File: src/hdl/mfsg_pkg.sv
package mfsg_pkg;

    localparam int LANES     = 4;
    localparam int LANE_IDX_W = 2;
    localparam int CFG_IDX_W = 4;
    localparam int CFG_DATA_W = 16;

    typedef enum logic [CFG_IDX_W-1:0] {
        REG_ENABLED_MOTORS   = 4'd0,
        REG_MIN_TARGET_SPEED = 4'd1,
        REG_MIN_ACTUAL_SPEED = 4'd2,
        REG_STALL_TIMEOUT_MS = 4'd3
    } cfg_reg_t;

    localparam logic [3:0]  RST_ENABLED_MOTORS   = 4'd15;
    localparam logic [14:0] RST_MIN_TARGET_SPEED = 15'd50;
    localparam logic [14:0] RST_MIN_ACTUAL_SPEED = 15'd20;
    localparam logic [15:0] RST_STALL_TIMEOUT_MS = 16'd500;

    typedef struct packed {
        logic [14:0] min_target_speed;
        logic [14:0] min_actual_speed;
        logic [15:0] stall_timeout_ms;
    } cfg_t;

    // per-lane status bits for one check
    typedef struct packed {
        logic enabled;
        logic encoder_ok;
        logic drive_run;
        logic pwm_active;
    } lane_ctl_t;

    // |v| with -32768 mapping to 32768 exactly
    function automatic logic [16:0] magnitude17(input logic signed [15:0] v);
        logic [16:0] e;
        e = {v[15], v};
        return v[15] ? (~e + 17'd1) : e;
    endfunction

endpackage

File: src/hdl/mfsg_check_if.sv
interface mfsg_check_if;
    logic               valid;
    logic               ready;
    logic [31:0]        now_ms;
    logic [3:0]         speed_valid_mask;
    logic [3:0]         drive_run_mask;
    logic [3:0]         pwm_active_mask;
    logic signed [15:0] requested_speed_0;
    logic signed [15:0] requested_speed_1;
    logic signed [15:0] requested_speed_2;
    logic signed [15:0] requested_speed_3;
    logic signed [15:0] measured_speed_0;
    logic signed [15:0] measured_speed_1;
    logic signed [15:0] measured_speed_2;
    logic signed [15:0] measured_speed_3;

    modport source (
        output valid, now_ms, speed_valid_mask, drive_run_mask, pwm_active_mask,
        output requested_speed_0, requested_speed_1, requested_speed_2, requested_speed_3,
        output measured_speed_0, measured_speed_1, measured_speed_2, measured_speed_3,
        input  ready
    );
    modport sink (
        input  valid, now_ms, speed_valid_mask, drive_run_mask, pwm_active_mask,
        input  requested_speed_0, requested_speed_1, requested_speed_2, requested_speed_3,
        input  measured_speed_0, measured_speed_1, measured_speed_2, measured_speed_3,
        output ready
    );
endinterface

File: src/hdl/mfsg_result_if.sv
interface mfsg_result_if;
    logic       valid;
    logic       ready;
    logic       fault;
    logic [1:0] faulted_motor;

    modport source (output valid, fault, faulted_motor, input ready);
    modport sink (input valid, fault, faulted_motor, output ready);
endinterface

File: src/hdl/mfsg_cfg_if.sv
interface mfsg_cfg_if;
    logic                             valid;
    logic                             ready;
    logic [mfsg_pkg::CFG_IDX_W-1:0]  index;
    logic [mfsg_pkg::CFG_DATA_W-1:0] data;

    modport source (output valid, index, data, input ready);
    modport sink (input valid, index, data, output ready);
endinterface

File: src/hdl/mfsg_lane.sv
module mfsg_lane (
    input  logic               clk,
    input  logic               rst_n,
    input  mfsg_pkg::cfg_t     cfg,
    input  mfsg_pkg::lane_ctl_t ctl,
    input  logic [31:0]        now_ms,
    input  logic signed [15:0] requested_speed,
    input  logic signed [15:0] measured_speed,
    input  logic               update,
    output logic               fault
);
    import mfsg_pkg::*;

    logic        watch_reg;
    logic        watch_next;
    logic [31:0] start_reg;
    logic [31:0] start_next;
    logic [16:0] req_mag;
    logic [16:0] act_mag;
    logic [31:0] elapsed;
    logic        stalled;
    logic        timed_out;

    assign req_mag   = magnitude17(requested_speed);
    assign act_mag   = magnitude17(measured_speed);
    assign elapsed   = now_ms - start_reg;
    assign timed_out = elapsed >= {16'd0, cfg.stall_timeout_ms};
    assign stalled   = (req_mag >= {2'd0, cfg.min_target_speed})
                     && (act_mag < {2'd0, cfg.min_actual_speed})
                     && ctl.drive_run && ctl.pwm_active;

    assign fault = ctl.enabled
                 && (!ctl.encoder_ok || (stalled && watch_reg && timed_out));

    always_comb
    begin
        watch_next = watch_reg;
        start_next = start_reg;
        if (!ctl.enabled)
        begin
            watch_next = 1'b0;
        end
        else if (ctl.encoder_ok)
        begin
            if (!stalled)
            begin
                watch_next = 1'b0;
            end
            else if (!watch_reg)
            begin
                // open the no-motion window at this check's time
                watch_next = 1'b1;
                start_next = now_ms;
            end
        end
    end

    always_ff @(posedge clk or negedge rst_n)
    begin
        if (!rst_n)
        begin
            watch_reg <= 1'b0;
            start_reg <= 32'd0;
        end
        else if (update)
        begin
            watch_reg <= watch_next;
            start_reg <= start_next;
        end
    end

endmodule

File: src/hdl/motor_feedback_stall_guard.sv
// Channel  Role   Payload
// check    sink   now_ms, valid/run/pwm masks, requested_speed_0..3, measured_speed_0..3
// result   source fault, faulted_motor
// cfg      sink   index, data (register write, always ready)
//
// One check per cycle sustained while result.ready is high; results are registered.
// Input register feeds four parallel lane evaluators; one 32-bit subtract/compare per lane
// sets the path to the result register.
// rst_n clears watch state and pipeline valids and sets config registers to reset values.
// A stalled result holds; the input register takes a check during the stall only if empty.
module motor_feedback_stall_guard #(
    parameter int MOTOR_COUNT = 4
) (
    input logic          clk,
    input logic          rst_n,
    mfsg_check_if.sink   check,
    mfsg_result_if.source result,
    mfsg_cfg_if.sink     cfg
);
    import mfsg_pkg::*;

    logic [3:0]         enabled_reg;
    cfg_t               cfg_reg;

    logic               in_valid_reg;
    logic [31:0]        now_reg;
    logic [3:0]         svalid_reg;
    logic [3:0]         run_reg;
    logic [3:0]         pwm_reg;
    logic signed [15:0] req_reg [LANES];
    logic signed [15:0] act_reg [LANES];

    logic               out_valid_reg;
    logic               fault_reg;
    logic [1:0]         motor_reg;

    logic               advance;
    logic               fault_next;
    logic [1:0]         motor_next;
    logic [MOTOR_COUNT-1:0] lane_fault;
    logic [MOTOR_COUNT-1:0] lane_update;

    assign cfg.ready     = 1'b1;
    assign advance       = in_valid_reg && (!out_valid_reg || result.ready);
    assign check.ready   = !in_valid_reg || advance;
    assign result.valid  = out_valid_reg;
    assign result.fault  = fault_reg;
    assign result.faulted_motor = motor_reg;

    always_ff @(posedge clk or negedge rst_n)
    begin
        if (!rst_n)
        begin
            enabled_reg              <= RST_ENABLED_MOTORS;
            cfg_reg.min_target_speed <= RST_MIN_TARGET_SPEED;
            cfg_reg.min_actual_speed <= RST_MIN_ACTUAL_SPEED;
            cfg_reg.stall_timeout_ms <= RST_STALL_TIMEOUT_MS;
        end
        else if (cfg.valid)
        begin
            unique case (cfg.index)
                REG_ENABLED_MOTORS:   enabled_reg              <= cfg.data[3:0];
                REG_MIN_TARGET_SPEED: cfg_reg.min_target_speed <= cfg.data[14:0];
                REG_MIN_ACTUAL_SPEED: cfg_reg.min_actual_speed <= cfg.data[14:0];
                REG_STALL_TIMEOUT_MS: cfg_reg.stall_timeout_ms <= cfg.data;
                default: ;
            endcase
        end
    end

    always_ff @(posedge clk or negedge rst_n)
    begin
        if (!rst_n)
        begin
            in_valid_reg <= 1'b0;
        end
        else if (check.ready)
        begin
            in_valid_reg <= check.valid;
        end
    end

    always_ff @(posedge clk)
    begin
        if (check.valid && check.ready)
        begin
            now_reg    <= check.now_ms;
            svalid_reg <= check.speed_valid_mask;
            run_reg    <= check.drive_run_mask;
            pwm_reg    <= check.pwm_active_mask;
            req_reg[0] <= check.requested_speed_0;
            req_reg[1] <= check.requested_speed_1;
            req_reg[2] <= check.requested_speed_2;
            req_reg[3] <= check.requested_speed_3;
            act_reg[0] <= check.measured_speed_0;
            act_reg[1] <= check.measured_speed_1;
            act_reg[2] <= check.measured_speed_2;
            act_reg[3] <= check.measured_speed_3;
        end
    end

    for (genvar i = 0; i < MOTOR_COUNT; i++)
    begin : g_lane
        lane_ctl_t ctl;

        assign ctl.enabled     = enabled_reg[i];
        assign ctl.encoder_ok  = svalid_reg[i];
        assign ctl.drive_run   = run_reg[i];
        assign ctl.pwm_active  = pwm_reg[i];

        mfsg_lane u_lane (
            .clk             (clk),
            .rst_n           (rst_n),
            .cfg             (cfg_reg),
            .ctl             (ctl),
            .now_ms          (now_reg),
            .requested_speed (req_reg[i]),
            .measured_speed  (act_reg[i]),
            .update          (lane_update[i]),
            .fault           (lane_fault[i])
        );
    end

    // first faulting lane stops the scan; lanes after it hold their state
    always_comb
    begin
        logic blocked;
        blocked    = 1'b0;
        fault_next = 1'b0;
        motor_next = '0;
        for (int i = 0; i < MOTOR_COUNT; i++)
        begin
            lane_update[i] = advance && !blocked;
            if (lane_fault[i] && !blocked)
            begin
                fault_next = 1'b1;
                motor_next = LANE_IDX_W'(i);
            end
            blocked = blocked | lane_fault[i];
        end
    end

    always_ff @(posedge clk or negedge rst_n)
    begin
        if (!rst_n)
        begin
            out_valid_reg <= 1'b0;
        end
        else if (advance)
        begin
            out_valid_reg <= 1'b1;
        end
        else if (result.ready)
        begin
            out_valid_reg <= 1'b0;
        end
    end

    always_ff @(posedge clk)
    begin
        if (advance)
        begin
            fault_reg <= fault_next;
            motor_reg <= motor_next;
        end
    end

    a_idle_motor_zero: assert property (@(posedge clk) disable iff (!rst_n)
        (out_valid_reg && !fault_reg) |-> (motor_reg == 2'd0))
        else $error("faulted_motor nonzero without fault");

    a_motor_in_range: assert property (@(posedge clk) disable iff (!rst_n)
        (out_valid_reg && fault_reg) |-> (32'(motor_reg) < MOTOR_COUNT))
        else $error("faulted_motor names an unfitted lane");

    a_ready_when_empty: assert property (@(posedge clk) disable iff (!rst_n)
        !out_valid_reg |-> check.ready)
        else $error("check blocked with empty result register");

    a_hold_stage: assert property (@(posedge clk) disable iff (!rst_n)
        (in_valid_reg && out_valid_reg && !result.ready) |=> in_valid_reg)
        else $error("pending check dropped during result stall");

endmodule
File: src/flat_wrapper.sv
// flat-port wrapper written by rule: the top's interface ports become plain ports
module motor_feedback_stall_guard_flat import mfsg_pkg::*;
#(
    parameter int MOTOR_COUNT = 4
)
  (clk, rst_n, check_valid, check_now_ms, check_speed_valid_mask, check_drive_run_mask, check_pwm_active_mask, check_requested_speed_0, check_requested_speed_1, check_requested_speed_2, check_requested_speed_3, check_measured_speed_0, check_measured_speed_1, check_measured_speed_2, check_measured_speed_3, check_ready, result_valid, result_fault, result_faulted_motor, result_ready, cfg_valid, cfg_index, cfg_data, cfg_ready);
  mfsg_check_if check_i ();
  mfsg_result_if result_i ();
  mfsg_cfg_if cfg_i ();
  input logic clk;
  input logic rst_n;
  input wire logic [$bits(check_i.valid)-1:0] check_valid;
  input wire logic [$bits(check_i.now_ms)-1:0] check_now_ms;
  input wire logic [$bits(check_i.speed_valid_mask)-1:0] check_speed_valid_mask;
  input wire logic [$bits(check_i.drive_run_mask)-1:0] check_drive_run_mask;
  input wire logic [$bits(check_i.pwm_active_mask)-1:0] check_pwm_active_mask;
  input wire logic [$bits(check_i.requested_speed_0)-1:0] check_requested_speed_0;
  input wire logic [$bits(check_i.requested_speed_1)-1:0] check_requested_speed_1;
  input wire logic [$bits(check_i.requested_speed_2)-1:0] check_requested_speed_2;
  input wire logic [$bits(check_i.requested_speed_3)-1:0] check_requested_speed_3;
  input wire logic [$bits(check_i.measured_speed_0)-1:0] check_measured_speed_0;
  input wire logic [$bits(check_i.measured_speed_1)-1:0] check_measured_speed_1;
  input wire logic [$bits(check_i.measured_speed_2)-1:0] check_measured_speed_2;
  input wire logic [$bits(check_i.measured_speed_3)-1:0] check_measured_speed_3;
  output wire logic [$bits(check_i.ready)-1:0] check_ready;
  output wire logic [$bits(result_i.valid)-1:0] result_valid;
  output wire logic [$bits(result_i.fault)-1:0] result_fault;
  output wire logic [$bits(result_i.faulted_motor)-1:0] result_faulted_motor;
  input wire logic [$bits(result_i.ready)-1:0] result_ready;
  input wire logic [$bits(cfg_i.valid)-1:0] cfg_valid;
  input wire logic [$bits(cfg_i.index)-1:0] cfg_index;
  input wire logic [$bits(cfg_i.data)-1:0] cfg_data;
  output wire logic [$bits(cfg_i.ready)-1:0] cfg_ready;
  assign check_i.valid = check_valid;
  assign check_i.now_ms = check_now_ms;
  assign check_i.speed_valid_mask = check_speed_valid_mask;
  assign check_i.drive_run_mask = check_drive_run_mask;
  assign check_i.pwm_active_mask = check_pwm_active_mask;
  assign check_i.requested_speed_0 = check_requested_speed_0;
  assign check_i.requested_speed_1 = check_requested_speed_1;
  assign check_i.requested_speed_2 = check_requested_speed_2;
  assign check_i.requested_speed_3 = check_requested_speed_3;
  assign check_i.measured_speed_0 = check_measured_speed_0;
  assign check_i.measured_speed_1 = check_measured_speed_1;
  assign check_i.measured_speed_2 = check_measured_speed_2;
  assign check_i.measured_speed_3 = check_measured_speed_3;
  assign check_ready = check_i.ready;
  assign result_valid = result_i.valid;
  assign result_fault = result_i.fault;
  assign result_faulted_motor = result_i.faulted_motor;
  assign result_i.ready = result_ready;
  assign cfg_i.valid = cfg_valid;
  assign cfg_i.index = cfg_index;
  assign cfg_i.data = cfg_data;
  assign cfg_ready = cfg_i.ready;
  motor_feedback_stall_guard #(.MOTOR_COUNT(MOTOR_COUNT)) u_core (.clk(clk), .rst_n(rst_n), .check(check_i), .result(result_i), .cfg(cfg_i));
endmodule
File: config.mk
export PLATFORM = sky130hd
export DESIGN_NAME = motor_feedback_stall_guard_flat
export DESIGN_NICKNAME = d
export VERILOG_FILES = /design/src/hdl/mfsg_pkg.sv /design/src/hdl/mfsg_check_if.sv /design/src/hdl/mfsg_result_if.sv /design/src/hdl/mfsg_cfg_if.sv /design/src/hdl/mfsg_lane.sv /design/src/hdl/motor_feedback_stall_guard.sv /design/src/flat_wrapper.sv
export SDC_FILE = /design/constraint.sdc
export NUM_CORES = 1
export LEC_CHECK = 0
export BUFFER_PORTS_ARGS = -buffer_cell sky130_fd_sc_hd__buf_2
export CAP_MARGIN = 10
export CORE_MARGIN = 3
export CORE_UTILIZATION = 46
export DETAILED_ROUTE_END_ITERATION = 6
export SLEW_MARGIN = 0
export SYNTH_ARGS = -nofsm -noshare
export SYNTH_HDL_FRONTEND = slang
export SYNTH_SLANG_ARGS = --single-unit
File: constraint.sdc
create_clock -name clk -period 7.7 [get_ports clk]
set_clock_uncertainty 0.1 [all_clocks]
set_input_delay 0.77 -clock clk [delete_from_list [all_inputs] [get_ports clk]]
set_output_delay 0.77 -clock clk [all_outputs]
set_load 0.05 [all_outputs]
==> results.txt <==
----------------------------------------------------
[Finish]
  Synthesis-to-finish area growth ... 12.5%
  Fill cells ... about 5000
  Share of final-layout standard cells stronger than drive strength 1 ... between 15 and 20%
  Flip-flop count of the largest register after layout ... 128
  Nets@finish ... between 3000 and 4000
  Area used by multi-input combinational logic ... 15500 um^2
  Sequential cell area ... around 9900 um^2

[CTS]
  Clock Sinks ... about 360
  TritonCTS clock tree ... done
  Worst-skew pair later-pin latency ... about 0.60 ns
  Root Buffer Master ... sky130_fd_sc_hd__clkbuf_16
  CTS buffer count ... between 40 and 50
  Clock slew at the register clock pins of the worst setup and hold paths ... 0.05 ns
  H-tree depth ... 2
  Number of buffers on the longest clock path ... 3
  Buffers inserted during post-CTS setup optimization ... 0

[Drt]
  Post-DR wirelength/cell ... 20.4 um
  DRC violations left ... 0
  Number of nets still failing antenna checks after routing ... 0
  Routed Wire Length ... roughly 75 mm
  Violation count after the first detailed-route iteration ... about 1200
  Per-cell via count in the routed design ... around 5.8
  Number of detailed-route iterations in the first pass ... 5
  Via total after detailed routing ... about 21000

[Synthesis]
  Fraction of registers with async set/reset ... about half
  Number of synthesis warnings ... 0
  Post-synth cell types ... 87
  Part of the Yosys area used for sequential elements ... about 37%
  Leading post-synthesis cells by instance count ... 312 x sky130_fd_sc_hd__ha_1, 232 x sky130_fd_sc_hd__inv_1, 212 x sky130_fd_sc_hd__a21oi_1
  Top area cells in the synthesized netlist ... sky130_fd_sc_hd__edfxtp_1 20%, sky130_fd_sc_hd__dfrtp_1 16%, sky130_fd_sc_hd__ha_1 15%
  Synth Area per Inst ... between 9 and 10 um^2
  Top cell type's share of synthesized area ... 19.8%
  Cell type with the largest total area after synthesis ... sky130_fd_sc_hd__edfxtp_1
  Count of state elements after synthesis ... around 360
  Synthesized cell area ... roughly 27000 um^2
  Synthesized netlist cell count ... approximately 2700
  Number of enable flip-flop cells after synthesis ... 175
  Dominant cell by count in the synthesized netlist ... sky130_fd_sc_hd__ha_1
  Primary flip-flop cell chosen by synthesis mapping ... sky130_fd_sc_hd__edfxtp_1
  Net Count, Synth ... roughly 3200

[Critical path]
  Critical path class ... reg -> reg
  Critical path data arrival time ... approximately 7.3 ns
  Highest net fanout along the worst path ... 32
  Critical path capture point type ... flip-flop
  Crit start category ... flip-flop
  Worst Path Required ... approximately 8 ns

[Run]
  Maxcap violations ... 0

[Floorplan]
  Number of cell rows ... 87
  Core footprint ... about 57000 um^2
  Die height ... 246 um
  Chip Width ... 246 um
  Count of boundary I/O pins ... slightly above 200
  Area of the die ... 60600 um^2
  Starting density of the core ... between 40 and 50%

[Timing]
  Final setup violation count ... 0
  Remaining max-slew budget at the tightest pin ... between 20% and 30%
  Ratio of final minimum period to clock period ... between 90% and 100%
  Slew at the pin closest to its max-slew limit ... around 1.1 ns
  Final setup TNS ... 0 ns
  Maximum clock frequency ... between 100 and 150 MHz
  Setup repair after global routing missed its margin ... no
  Final Critical Period ... approximately 6.9 ns
  Number of pins with negative max-slew slack in the final report ... 0
  Hold Fails Final Rpt ... 0

[Power and ir drop]
  Total power after layout ... 0.00737 W
  Total power density per cell area ... ~250 nW/um^2
  Leakage power of the design ... 12.7 nW
  Largest voltage drop on the vdd net ... roughly 0.00018 V

[Global routing]
  Antenna violations before repair ... 5
  GR Overflow Total ... 0
  Overall fraction of global-route tracks in use ... about 25%
  Pin count of the biggest net entering global routing ... between 100 and 150
  Vias in the first global route ... 21400
  Global-route wire length before repair ... approximately 120 mm

[Placed design]
  Final estimated routing congestion in global placement ... just over 0.9
  Post-DP HPWL ... 58.4 mm
  Count of buffers from port buffering ... 201

[Worst hold path]
  Type of the worst min-delay path ... in -> async

[Outcome]
  Result of the run ... finished, final reports clean

----------------------------------------------------
==> cell type report <==
class                      instances  share of cell area, %
antenna                            3                 0.0252
tap                              756                   3.17
timing repair buffer             220                   3.92
sequential                       359                   33.1
clock buffer                      56                   3.97
clock inverter                    26                   1.04
multi-input combinational       2021                   51.9
inverter                         232                   2.92
==> cells in the final DEF (no fill, tap or decap), types with 132 or more instances in the layout <==
cell type / n
sky130_fd_sc_hd__ha_1: 312
sky130_fd_sc_hd__inv_1: 232
sky130_fd_sc_hd__a21oi_1: 212
sky130_fd_sc_hd__buf_2: 200
sky130_fd_sc_hd__nand2_1: 199
sky130_fd_sc_hd__edfxtp_1: 175
sky130_fd_sc_hd__o21ai_0: 173
sky130_fd_sc_hd__dfrtp_1: 169
sky130_fd_sc_hd__xnor2_1: 150
sky130_fd_sc_hd__mux2_2: 132
==> layer usage <==
layer,vias to the layer above,global-route usage (%),part of all wire [%]
met5,-,0,0.061
met4,6,8.65,3.6
met3,157,3.11,4.3
met2,521,43.1,48
met1,10200,31.5,44
li1,10300,-,-
==> report_power, final <==
group / leakage (nW) / total (W) / switching [W] / internal, W
sequential: 4.09 / 0.00244 / 0.000167 / 0.00227
clock: 0.712 / 0.00214 / 0.000872 / 0.00127
combinational: 7.90 / 0.00279 / 0.00165 / 0.00114
==> critical path: stages, from the launching register on <==
cell,delay (ns)
sky130_fd_sc_hd__edfxtp_1,0.55
sky130_fd_sc_hd__inv_1,0.24
sky130_fd_sc_hd__fa_1,0.51
sky130_fd_sc_hd__nand2b_1,0.19
sky130_fd_sc_hd__a21oi_1,0.31
sky130_fd_sc_hd__o21ai_0,0.20
sky130_fd_sc_hd__nand2_1,0.14
sky130_fd_sc_hd__a21o_1,0.12
sky130_fd_sc_hd__a21oi_1,0.07
sky130_fd_sc_hd__xnor2_1,0.18
sky130_fd_sc_hd__ha_1,0.27
sky130_fd_sc_hd__and3_1,0.18
sky130_fd_sc_hd__a221oi_1,0.25
sky130_fd_sc_hd__o21ai_0,0.14
sky130_fd_sc_hd__a2bb2oi_1,0.22
sky130_fd_sc_hd__nand4_1,0.10
sky130_fd_sc_hd__a2111oi_0,0.63
sky130_fd_sc_hd__nand3_1,0.18
sky130_fd_sc_hd__nor4b_2,0.55
sky130_fd_sc_hd__o21bai_1,0.28
sky130_fd_sc_hd__or4_2,0.60
sky130_fd_sc_hd__buf_4,0.34
sky130_fd_sc_hd__mux2_1,0.41
==> cells by family after synthesis <==
logic type	Yosys count	share of synthesized area, %
AOI/OAI and AO/OA	731	17.5
and+or+nand+nor	612	11.8
DFF	359	37.2
adders and majority gates	316	15.0
buffers and inverters	300	4.48
xor gates and xnor gates	187	6.18
muxes	174	7.75
other	1	0.0141
==> final timing paths <==
kind | start | to | slack, ns | depth (start not counted)
max | u_core.now_reg[1] | u_core.g_lane[3].u_lane.start_reg[12] | 0.75 | 22
min | rst_n | u_core.g_lane[3].u_lane.start_reg[6] | 0.06 | 1
max reg2reg | u_core.now_reg[1] | u_core.g_lane[3].u_lane.start_reg[12] | 0.75 | 22
min reg2reg | u_core.g_lane[0].u_lane.start_reg[0] | u_core.g_lane[0].u_lane.start_reg[0] | 0.38 | 2
max in group asynchronous | rst_n | u_core.g_lane[3].u_lane.watch_reg | 6.07 | 2
min in group clk | check_requested_speed_1[13] | u_core.req_reg[1][13] | 0.24 | 1
==> through the flow <==
step	utilization, %	worst slack (ns)	std cells	hold WS, ns	cell area (um^2)
after floorplan	-	1.82	2680	0.354	26500
after global placement	50.0	0.920	3588	0.368	28300
after global routing	52.6	0.251	3670	0.100	29800
after detailed placement	50.0	0.572	3588	0.375	28300
after CTS	52.6	0.524	3670	0.0756	29800
final	52.6	0.751	3673	0.0616	29800
==> timing repair <==
item / 4_1_cts / 5_1_grt
hold buffers: 0 / 0
gates resized for setup: 0 / 1
endpoints found under the setup margin: 0 / 22
(Power assumes the default switching activity.)
